[config.mk]
export PLATFORM = sky130hd
export DESIGN_NAME = arm_execute_alu_regfile
export DESIGN_NICKNAME = d
export VERILOG_FILES = /design/src/rtl/core/aeru_pkg.sv /design/src/rtl/core/aeru_ram.sv /design/src/rtl/core/aeru_regfile.sv /design/src/rtl/core/aeru_alu.sv /design/src/rtl/core/arm_execute_alu_regfile.sv
export SDC_FILE = /design/constraint.sdc
export NUM_CORES = 2
export LEC_CHECK = 0
export CORE_ASPECT_RATIO = 1.1
export CORE_MARGIN = 8
export CORE_UTILIZATION = 25
export DETAILED_ROUTE_END_ITERATION = 6
export DONT_BUFFER_PORTS = 1
export PLACE_DENSITY_LB_ADDON = 0.3
export SETUP_SLACK_MARGIN = 0.5
export SLEW_MARGIN = 30
export SYNTH_ARGS = -nofsm -noshare
export SYNTH_HDL_FRONTEND = slang
export SYNTH_SLANG_ARGS = --single-unit
[constraint.sdc]
create_clock -name clk -period 9.1 [get_ports clk]
set_clock_uncertainty 0.2 [all_clocks]
set_input_delay 0.455 -clock clk [delete_from_list [all_inputs] [get_ports clk]]
set_output_delay 0.455 -clock clk [all_outputs]
set_load 0.005 [all_outputs]
[src/rtl/core/aeru_pkg.sv]
// shared types and constants for the execute stage with register file and flags
// no dependencies
package aeru_pkg;

    localparam int unsigned REG_COUNT = 16;
    localparam int unsigned REG_IDX_W = 4;
    localparam int unsigned DATA_W    = 32;
    localparam int unsigned OFFSET_W  = 24;
    localparam int unsigned SEXT_W    = DATA_W - OFFSET_W - 2;

    localparam logic [REG_IDX_W-1:0] PC_INDEX = 4'hf;

    localparam logic [3:0] OP_AND    = 4'd0;
    localparam logic [3:0] OP_EOR    = 4'd1;
    localparam logic [3:0] OP_SUB    = 4'd2;
    localparam logic [3:0] OP_RSB    = 4'd3;
    localparam logic [3:0] OP_ADD    = 4'd4;
    localparam logic [3:0] OP_TST    = 4'd5;
    localparam logic [3:0] OP_TEQ    = 4'd6;
    localparam logic [3:0] OP_CMP    = 4'd7;
    localparam logic [3:0] OP_ORR    = 4'd8;
    localparam logic [3:0] OP_MOV    = 4'd9;
    localparam logic [3:0] OP_MUL    = 4'd10;
    localparam logic [3:0] OP_BRANCH = 4'd11;

    typedef struct packed {
        logic [3:0]           operation;
        logic [REG_IDX_W-1:0] dest_reg;
        logic [REG_IDX_W-1:0] first_reg;
        logic [DATA_W-1:0]    operand_two;
        logic                 shifter_carry;
        logic                 set_flags;
        logic [REG_IDX_W-1:0] mul_reg_m;
        logic [REG_IDX_W-1:0] mul_reg_s;
        logic                 accumulate;
        logic [OFFSET_W-1:0]  branch_offset;
    } instr_t;

    typedef struct packed {
        logic [DATA_W-1:0] result_value;
        logic              result_written;
        logic              flag_neg;
        logic              flag_zero;
        logic              flag_carry;
        logic [DATA_W-1:0] program_counter;
    } result_t;

    typedef struct packed {
        logic neg;
        logic zero;
        logic carry;
    } flags_t;

    typedef struct packed {
        logic                 en;
        logic [REG_IDX_W-1:0] addr_n;
        logic [REG_IDX_W-1:0] addr_m;
        logic [REG_IDX_W-1:0] addr_s;
    } rf_rd_t;

    typedef struct packed {
        logic                 en;
        logic [REG_IDX_W-1:0] addr;
        logic [DATA_W-1:0]    data;
    } rf_wr_t;

    typedef struct packed {
        logic [DATA_W-1:0] a;
        logic [DATA_W-1:0] m;
        logic [DATA_W-1:0] s;
    } rf_ops_t;

endpackage

[src/rtl/core/aeru_ram.sv]
// generic single-write single-read ram with registered read data
// no dependencies
module aeru_ram #(
    parameter int unsigned WIDTH  = 32,
    parameter int unsigned DEPTH  = 16,
    parameter int unsigned ADDR_W = $clog2(DEPTH)
) (
    input  logic              clk,
    input  logic              wr_en,
    input  logic [ADDR_W-1:0] wr_addr,
    input  logic [WIDTH-1:0]  wr_data,
    input  logic              rd_en,
    input  logic [ADDR_W-1:0] rd_addr,
    output logic [WIDTH-1:0]  rd_data
);

    logic [WIDTH-1:0] mem_reg [DEPTH];
    logic [WIDTH-1:0] rd_data_reg;

    always_ff @(posedge clk)
    begin
        if (wr_en)
        begin
            mem_reg[wr_addr] <= wr_data;
        end
        if (rd_en)
        begin
            rd_data_reg <= mem_reg[rd_addr];
        end
    end

    assign rd_data = rd_data_reg;

endmodule

[src/rtl/core/aeru_regfile.sv]
// register file: three read copies, per-entry valid bits, same-edge bypass, pc copy
// depends on aeru_pkg and aeru_ram
module aeru_regfile
    import aeru_pkg::*;
(
    input  logic              clk,
    input  logic              rst_n,
    input  rf_rd_t            rd,
    input  rf_wr_t            wr,
    output rf_ops_t           ops,
    output logic [DATA_W-1:0] pc
);

    logic [DATA_W-1:0]    q_n;
    logic [DATA_W-1:0]    q_m;
    logic [DATA_W-1:0]    q_s;
    logic [REG_COUNT-1:0] valid_reg;
    logic [REG_COUNT-1:0] valid_next;
    logic [2:0]           byp_reg;
    logic [2:0]           byp_next;
    logic [2:0]           vld_reg;
    logic [2:0]           vld_next;
    logic [DATA_W-1:0]    byp_data_reg;
    logic [DATA_W-1:0]    pc_reg;
    logic [DATA_W-1:0]    pc_next;

    aeru_ram #(.WIDTH(DATA_W), .DEPTH(REG_COUNT)) u_ram_n (
        .clk     (clk),
        .wr_en   (wr.en),
        .wr_addr (wr.addr),
        .wr_data (wr.data),
        .rd_en   (rd.en),
        .rd_addr (rd.addr_n),
        .rd_data (q_n)
    );

    aeru_ram #(.WIDTH(DATA_W), .DEPTH(REG_COUNT)) u_ram_m (
        .clk     (clk),
        .wr_en   (wr.en),
        .wr_addr (wr.addr),
        .wr_data (wr.data),
        .rd_en   (rd.en),
        .rd_addr (rd.addr_m),
        .rd_data (q_m)
    );

    aeru_ram #(.WIDTH(DATA_W), .DEPTH(REG_COUNT)) u_ram_s (
        .clk     (clk),
        .wr_en   (wr.en),
        .wr_addr (wr.addr),
        .wr_data (wr.data),
        .rd_en   (rd.en),
        .rd_addr (rd.addr_s),
        .rd_data (q_s)
    );

    always_comb
    begin
        valid_next = valid_reg;
        if (wr.en)
        begin
            valid_next[wr.addr] = 1'b1;
        end
        byp_next = byp_reg;
        vld_next = vld_reg;
        if (rd.en)
        begin
            byp_next[0] = wr.en && (wr.addr == rd.addr_n);
            byp_next[1] = wr.en && (wr.addr == rd.addr_m);
            byp_next[2] = wr.en && (wr.addr == rd.addr_s);
            vld_next[0] = valid_reg[rd.addr_n];
            vld_next[1] = valid_reg[rd.addr_m];
            vld_next[2] = valid_reg[rd.addr_s];
        end
        pc_next = (wr.en && (wr.addr == PC_INDEX)) ? wr.data : pc_reg;
    end

    always_ff @(posedge clk or negedge rst_n)
    begin
        if (!rst_n)
        begin
            valid_reg <= '0;
            byp_reg   <= '0;
            vld_reg   <= '0;
            pc_reg    <= '0;
        end
        else
        begin
            valid_reg <= valid_next;
            byp_reg   <= byp_next;
            vld_reg   <= vld_next;
            pc_reg    <= pc_next;
        end
    end

    always_ff @(posedge clk)
    begin
        if (rd.en)
        begin
            byp_data_reg <= wr.data;
        end
    end

    // never-written entries read as zero
    assign ops.a = byp_reg[0] ? byp_data_reg : (vld_reg[0] ? q_n : '0);
    assign ops.m = byp_reg[1] ? byp_data_reg : (vld_reg[1] ? q_m : '0);
    assign ops.s = byp_reg[2] ? byp_data_reg : (vld_reg[2] ? q_s : '0);
    assign pc    = pc_reg;

endmodule

[src/rtl/core/aeru_alu.sv]
// execute logic: data processing, multiply, branch and flag update
// depends on aeru_pkg
module aeru_alu
    import aeru_pkg::*;
(
    input  instr_t            item,
    input  rf_ops_t           ops,
    input  logic [DATA_W-1:0] pc,
    input  flags_t            flags,
    output result_t           res,
    output flags_t            flags_next,
    output rf_wr_t            wr
);

    logic [DATA_W:0]   sub_ab;
    logic [DATA_W:0]   sub_ba;
    logic [DATA_W:0]   sum_ab;
    logic [DATA_W-1:0] prod;
    logic [DATA_W-1:0] mul_res;
    logic [DATA_W-1:0] br_off;
    logic [DATA_W-1:0] br_res;
    logic              is_dp;

    assign sub_ab  = {1'b0, ops.a} - {1'b0, item.operand_two};
    assign sub_ba  = {1'b0, item.operand_two} - {1'b0, ops.a};
    assign sum_ab  = {1'b0, ops.a} + {1'b0, item.operand_two};
    assign prod    = ops.m * ops.s;
    assign mul_res = prod + (item.accumulate ? ops.a : '0);
    assign br_off  = {{SEXT_W{item.branch_offset[OFFSET_W-1]}}, item.branch_offset, 2'b00};
    assign br_res  = pc + br_off;
    assign is_dp   = item.operation inside {[OP_AND:OP_MOV]};

    always_comb
    begin
        logic [DATA_W-1:0] value;
        logic              written;
        logic              carry;
        value   = '0;
        written = 1'b0;
        carry   = item.shifter_carry;
        case (item.operation)
            OP_AND:
            begin
                value   = ops.a & item.operand_two;
                written = 1'b1;
            end
            OP_EOR:
            begin
                value   = ops.a ^ item.operand_two;
                written = 1'b1;
            end
            OP_SUB:
            begin
                value   = sub_ab[DATA_W-1:0];
                written = 1'b1;
                carry   = ~sub_ab[DATA_W];
            end
            OP_RSB:
            begin
                value   = sub_ba[DATA_W-1:0];
                written = 1'b1;
                carry   = ~sub_ba[DATA_W];
            end
            OP_ADD:
            begin
                value   = sum_ab[DATA_W-1:0];
                written = 1'b1;
                carry   = sum_ab[DATA_W];
            end
            OP_TST:
            begin
                value = ops.a & item.operand_two;
            end
            OP_TEQ:
            begin
                value = ops.a ^ item.operand_two;
            end
            OP_CMP:
            begin
                value = sub_ab[DATA_W-1:0];
                carry = ~sub_ab[DATA_W];
            end
            OP_ORR:
            begin
                value   = ops.a | item.operand_two;
                written = 1'b1;
            end
            OP_MOV:
            begin
                value   = item.operand_two;
                written = 1'b1;
            end
            OP_MUL:
            begin
                value   = mul_res;
                written = 1'b1;
            end
            OP_BRANCH:
            begin
                value   = br_res;
                written = 1'b1;
            end
            default:
            begin
                value   = '0;
                written = 1'b0;
            end
        endcase

        flags_next = flags;
        if (item.set_flags && (is_dp || (item.operation == OP_MUL)))
        begin
            flags_next.neg  = value[DATA_W-1];
            flags_next.zero = (value == '0);
            if (is_dp)
            begin
                flags_next.carry = carry;
            end
        end

        wr.en   = written;
        wr.addr = (item.operation == OP_BRANCH) ? PC_INDEX : item.dest_reg;
        wr.data = value;

        res.result_value    = value;
        res.result_written  = written;
        res.flag_neg        = flags_next.neg;
        res.flag_zero       = flags_next.zero;
        res.flag_carry      = flags_next.carry;
        res.program_counter = (written && (wr.addr == PC_INDEX)) ? value : pc;
    end

endmodule

[src/rtl/core/arm_execute_alu_regfile.sv]
// execute stage: an accepted instruction is held in the instruction register and its result
// beat in the result register; throughput one instruction per cycle while no stalled result
// beat blocks the single execute pass between them (register file written on the same edge)
// reset: all registers read as zero, flags cleared, no beat pending
// depends on aeru_pkg, aeru_regfile, aeru_alu
module arm_execute_alu_regfile
    import aeru_pkg::*;
(
    input  logic    clk,
    input  logic    rst_n,
    input  logic    instr_valid,
    output logic    instr_stall,
    input  instr_t  instr,
    output logic    result_valid,
    input  logic    result_stall,
    output result_t result
);

    logic    exe_valid_reg;
    logic    exe_valid_next;
    instr_t  exe_item_reg;
    logic    result_valid_reg;
    logic    result_valid_next;
    result_t result_reg;
    flags_t  flags_reg;
    flags_t  flags_alu;
    result_t res_alu;
    rf_wr_t  wr_alu;
    rf_wr_t  wr;
    rf_rd_t  rd;
    rf_ops_t ops;
    logic [DATA_W-1:0] pc;
    logic    accept;
    logic    advance;

    assign advance     = exe_valid_reg && (!result_valid_reg || !result_stall);
    assign instr_stall = exe_valid_reg && !advance;
    assign accept      = instr_valid && !instr_stall;

    assign rd.en     = accept;
    assign rd.addr_n = instr.first_reg;
    assign rd.addr_m = instr.mul_reg_m;
    assign rd.addr_s = instr.mul_reg_s;

    assign wr.en   = advance && wr_alu.en;
    assign wr.addr = wr_alu.addr;
    assign wr.data = wr_alu.data;

    aeru_regfile u_regfile (
        .clk   (clk),
        .rst_n (rst_n),
        .rd    (rd),
        .wr    (wr),
        .ops   (ops),
        .pc    (pc)
    );

    aeru_alu u_alu (
        .item       (exe_item_reg),
        .ops        (ops),
        .pc         (pc),
        .flags      (flags_reg),
        .res        (res_alu),
        .flags_next (flags_alu),
        .wr         (wr_alu)
    );

    always_comb
    begin
        exe_valid_next = exe_valid_reg;
        if (accept)
        begin
            exe_valid_next = 1'b1;
        end
        else if (advance)
        begin
            exe_valid_next = 1'b0;
        end
        result_valid_next = result_valid_reg;
        if (advance)
        begin
            result_valid_next = 1'b1;
        end
        else if (!result_stall)
        begin
            result_valid_next = 1'b0;
        end
    end

    always_ff @(posedge clk or negedge rst_n)
    begin
        if (!rst_n)
        begin
            exe_valid_reg    <= 1'b0;
            result_valid_reg <= 1'b0;
            flags_reg        <= '0;
        end
        else
        begin
            exe_valid_reg    <= exe_valid_next;
            result_valid_reg <= result_valid_next;
            if (advance)
            begin
                flags_reg <= flags_alu;
            end
        end
    end

    always_ff @(posedge clk)
    begin
        if (accept)
        begin
            exe_item_reg <= instr;
        end
        if (advance)
        begin
            result_reg <= res_alu;
        end
    end

    assign result_valid = result_valid_reg;
    assign result       = result_reg;

`ifndef SYNTHESIS
    a_hold_when_blocked: assert property (@(posedge clk) disable iff (!rst_n)
        (exe_valid_reg && result_valid_reg && result_stall) |-> instr_stall)
        else $error("instruction accepted while execute stage is blocked");

    a_advance_fills_result: assert property (@(posedge clk) disable iff (!rst_n)
        advance |=> result_valid)
        else $error("executed instruction produced no result beat");

    a_branch_keeps_flags: assert property (@(posedge clk) disable iff (!rst_n)
        (advance && (exe_item_reg.operation == OP_BRANCH)) |=> (flags_reg == $past(flags_reg)))
        else $error("branch changed the condition flags");

    a_pc_matches_copy: assert property (@(posedge clk) disable iff (!rst_n)
        advance |=> (result.program_counter == pc))
        else $error("reported program counter differs from register file copy");
`endif

endmodule

==> impl_results.md <==
* Result of the run: finished, final reports clean
* Ys flop type: sky130_fd_sc_hd__edfxtp_1
* Number of buffers added by the clock tree synthesis step at a little over 90
* Combinational share of power at 68.2%
* Non-filler cells, final at between 9000 and 10000
* Avg Inst Size Synth at about 12 sq um
* Initial antenna violation count at 19
* Root Buffer: sky130_fd_sc_hd__clkbuf_16
* Number of standard cells after synthesis at 5388
* Portion of total power attributed to the clock network at about an eighth
* Portion of the clock cycle consumed by the worst path in the final layout at 97.2%
* Post-Route Hold Slack at around 0.026 ns
* Core area at roughly 260000 sq um
* RSZ-0062 raised after global routing: true
* Count of flip-flops with a built-in enable after synthesis at just under 800
* Number of flip-flops under the largest register name at around 290
* Worst Setup End Kind: flop
* Die width at ~500 um
* Proportion of synthesized chip area in sequential cells at around 38%
* Number of hold violations in the final report at 0
* Max Clock Freq at 113 MHz
* GR Util All Layers at around 19%
* Most frequent cell after synthesis: sky130_fd_sc_hd__edfxtp_1
* # H-tree levels at 3
* Ratio of total power to cell area at approximately 370 nW/um^2
* Die Outline Area at ~280000 sq um
* Maximum ir drop on the vdd rail at around 720 uV
* Ranking of synthesized cells by area: sky130_fd_sc_hd__edfxtp_1 (35%), sky130_fd_sc_hd__mux4_2 (17%), sky130_fd_sc_hd__fa_1 (13%)
* Startpoint class of the critical path: flop
* Number of endpoints failing setup at the final stage at 0
* Die span in y at ~550 um
* Number of nets with antenna violations after detailed routing at 0
* Post-Place Cells at about 8900
* Max-slew violation total from the final report at 0
* Number of detailed-routing iterations run before antenna repair at 6
* Sequential Power Share at a little under a fifth
* Routability Congestion at between 0.9 and 1
* Worst endpoint required time at between 9 and 10 ns
* Total leakage power at about 0.029 uW
* Maximum buffer depth of the clock tree at 3
* Total I/O pin count at ~150
* Global-route congestion overflow total at 0
* Wire length of the first global-routing pass at 377000 um
* Via count of the first global-routing pass at around 49000
* Synthesized flop and latch total at 834
* Max-slew headroom at 32.3%
* Register-to-register setup slack at between 0.2 and 0.3 ns
* Sequential cell area at 24800 sq um
* Number of nets in the synthesized netlist at between 6000 and 7000
* Area share of the leading cell type in the synthesized netlist at about 35%
* Area overhead of the layout relative to synthesis at 19.0%
* Largest fanout on the critical path at 10
* Footprint of the multi-input gates at 38200 sq um
* Detail-routed net length per standard cell at slightly below 30 um
* Crit path largest cell delay at 0.52 ns
* Clock latency on the worst-skew pair at between 0.7 and 0.8 ns
* Starting Density at around a quarter
* Crit path max-delay cell type: sky130_fd_sc_hd__or4_4
* Critical path class: flop to flop
* Fraction of final layout cells with drive strength greater than 1 at between 20% and 30%
* Via count normalized by instance count at between 5 and 6
* Wirelength, routed at 271000 um
* DRC violation count after routing at 0
* Number of nets in the final layout at approximately 6500
* Half-perimeter wire length after placement at just under 200000 um
* Clock tree from TritonCTS: done
* Cell row count at between 150 and 200
* Via total after detailed routing at 48800
* Cell type with the largest total area after synthesis: sky130_fd_sc_hd__edfxtp_1
* Async SR Flop Fraction at 7.07%
* Critical path's most frequent cell: sky130_fd_sc_hd__buf_4
* Sw power at ~14000 uW
* Largest net degree at the start of global routing at 135
* Shortest clock period the worst path allows after layout at roughly 9 ns
* Number of distinct standard cells referenced by the synthesized netlist at ~100
* Port Buffers at 0
* Post-Syn Area at 65700 sq um
* Max Cap Violations at 0
* Internal power component at around 15000 uW
* Fillers at ~26000
* Number of warnings issued by yosys at 0
* Type of the worst min-delay path: input port to async pin
* Worst Tran Pin Value at around 1.0 ns
* Number of design-rule violations left by the first detailed-router iteration at ~4600
* Clock-pin slew on the worst setup and hold paths at approximately 0.06 ns
* Switching Fraction at between 40% and 50%
* Data arrival time of the worst path at 9.32 ns
* Commonest cells in the netlist: sky130_fd_sc_hd__edfxtp_1 (775), sky130_fd_sc_hd__inv_1 (649), sky130_fd_sc_hd__nor2_1 (592), sky130_fd_sc_hd__mux4_2 (496), sky130_fd_sc_hd__fa_1 (442)
* Clock sinks at approximately 830
## metrics by stage
stage	utilization (%)	setup WS (ns)	total power [uW]	setup TNS [ns]	instance area (sq um)
after floorplan	-	0.509	15600	0	65800
after CTS	29.5	0.338	28200	0	77100
after global routing	29.9	0.0205	30600	0	78200
final	29.9	0.252	28900	0	78200
after detailed placement	27.7	-0.0534	23700	-0.0829	72500
after global placement	27.7	-0.0793	23700	-0.143	72500
## cell families after synthesis
| kind of cell | count (synthesis) | share of synthesized area [%] |
|---|---|---|
| DFF | 834 | 37.7 |
| muxes | 535 | 17.6 |
| xor gates and xnor gates | 125 | 1.70 |
| and+or+nand+nor | 1291 | 8.87 |
| buffers and inverters | 978 | 5.77 |
| AOI/OAI and AO/OA | 902 | 9.55 |
| adders and majority gates | 723 | 18.8 |
## power by group through the flow
stage / Clock [uW] / Combinational, uW / Sequential [uW]
floorplan: 0 / 10200 / 5400
global placement: 0 / 18100 / 5580
detailed placement: 0 / 18100 / 5580
CTS: 3780 / 19000 / 5510
global route: 3900 / 21200 / 5540
finish: 3680 / 19700 / 5510
## layer usage
metal | up-vias | GRT usage [%] | share of wire [%]
li1 | 20400 | - | -
met5 | - | 0 | 0.028
met4 | 12 | 9.76 | 6.5
met2 | 2241 | 31.5 | 48
met3 | 565 | 2.73 | 6.9
met1 | 25600 | 22.7 | 38
## placed cells by master (no fill, tap or decap), types with 22 or more instances in the layout
master | netlist | layout
sky130_fd_sc_hd__dlygate4sd3_1 | 0 | 85
sky130_fd_sc_hd__buf_4 | 9 | 362
sky130_fd_sc_hd__mux4_2 | 496 | 496
sky130_fd_sc_hd__inv_1 | 649 | 646
sky130_fd_sc_hd__fa_1 | 442 | 426
sky130_fd_sc_hd__buf_12 | 0 | 71
sky130_fd_sc_hd__mux2i_1 | 22 | 22
sky130_fd_sc_hd__nand2b_1 | 36 | 36
sky130_fd_sc_hd__nor2b_1 | 39 | 36
sky130_fd_sc_hd__xor2_1 | 36 | 35
sky130_fd_sc_hd__a22oi_1 | 81 | 58
sky130_fd_sc_hd__nand4_1 | 35 | 35
sky130_fd_sc_hd__nor2_2 | 0 | 25
sky130_fd_sc_hd__ha_1 | 281 | 263
sky130_fd_sc_hd__or2_2 | 33 | 33
sky130_fd_sc_hd__nand2_1 | 319 | 313
sky130_fd_sc_hd__nor3_1 | 54 | 50
sky130_fd_sc_hd__nand3_1 | 45 | 43
sky130_fd_sc_hd__o21ai_0 | 139 | 132
sky130_fd_sc_hd__clkbuf_16 | 0 | 96
sky130_fd_sc_hd__a21oi_1 | 251 | 239
sky130_fd_sc_hd__dfrtp_1 | 59 | 57
sky130_fd_sc_hd__xnor2_1 | 87 | 87
sky130_fd_sc_hd__a31oi_1 | 28 | 28
sky130_fd_sc_hd__nor2_1 | 592 | 551
sky130_fd_sc_hd__a211oi_1 | 35 | 30
sky130_fd_sc_hd__nor4_1 | 31 | 28
sky130_fd_sc_hd__a22oi_2 | 13 | 36
sky130_fd_sc_hd__a22o_1 | 69 | 46
sky130_fd_sc_hd__edfxtp_1 | 775 | 775
## worst max-delay path, delay by kind of cell, from the launching register on
| family | cells | cell delay [ns] |
|---|---|---|
| and+or+nand+nor | 5 | 1.16 |
| adders and majority gates | 9 | 3.52 |
| AOI/OAI and AO/OA | 10 | 1.68 |
| DFF | 1 | 0.38 |
| buffers and inverters | 14 | 1.79 |
## final cells by class
class                   instances  share of cell area [%]
flip-flops and latches        834                    31.7
diodes                         12                  0.0384
repair buffers                546                    7.10
clock buffers                 107                    3.00
inverters                     655                    3.16
clock inverters                57                   0.685
multi-input cells            3576                    48.8
well taps                    3482                    5.57
## worst paths after layout
kind | depth (start not counted) | to | from
max | 38 | flags_reg[1] | u_regfile.vld_reg[1]
min | 2 | u_regfile.pc[7] | rst_n
max reg2reg | 38 | flags_reg[1] | u_regfile.vld_reg[1]
min reg2reg | 1 | u_regfile.valid_reg[6] | u_regfile.valid_reg[6]
max in group asynchronous | 2 | u_regfile.byp_reg[1] | rst_n
min in group clk | 2 | u_regfile.vld_reg[1] | instr[32]
## timing repair
action,in CTS,in global routing
cloned,3,7
setup buffers,20,50
endpoints found under the setup margin,176,237
hold buffers,93,0
hold endpoints to repair,230,0
pin swaps,45,39
gates resized for setup,88,105
No activity file was read; power rests on OpenSTA's default activity.
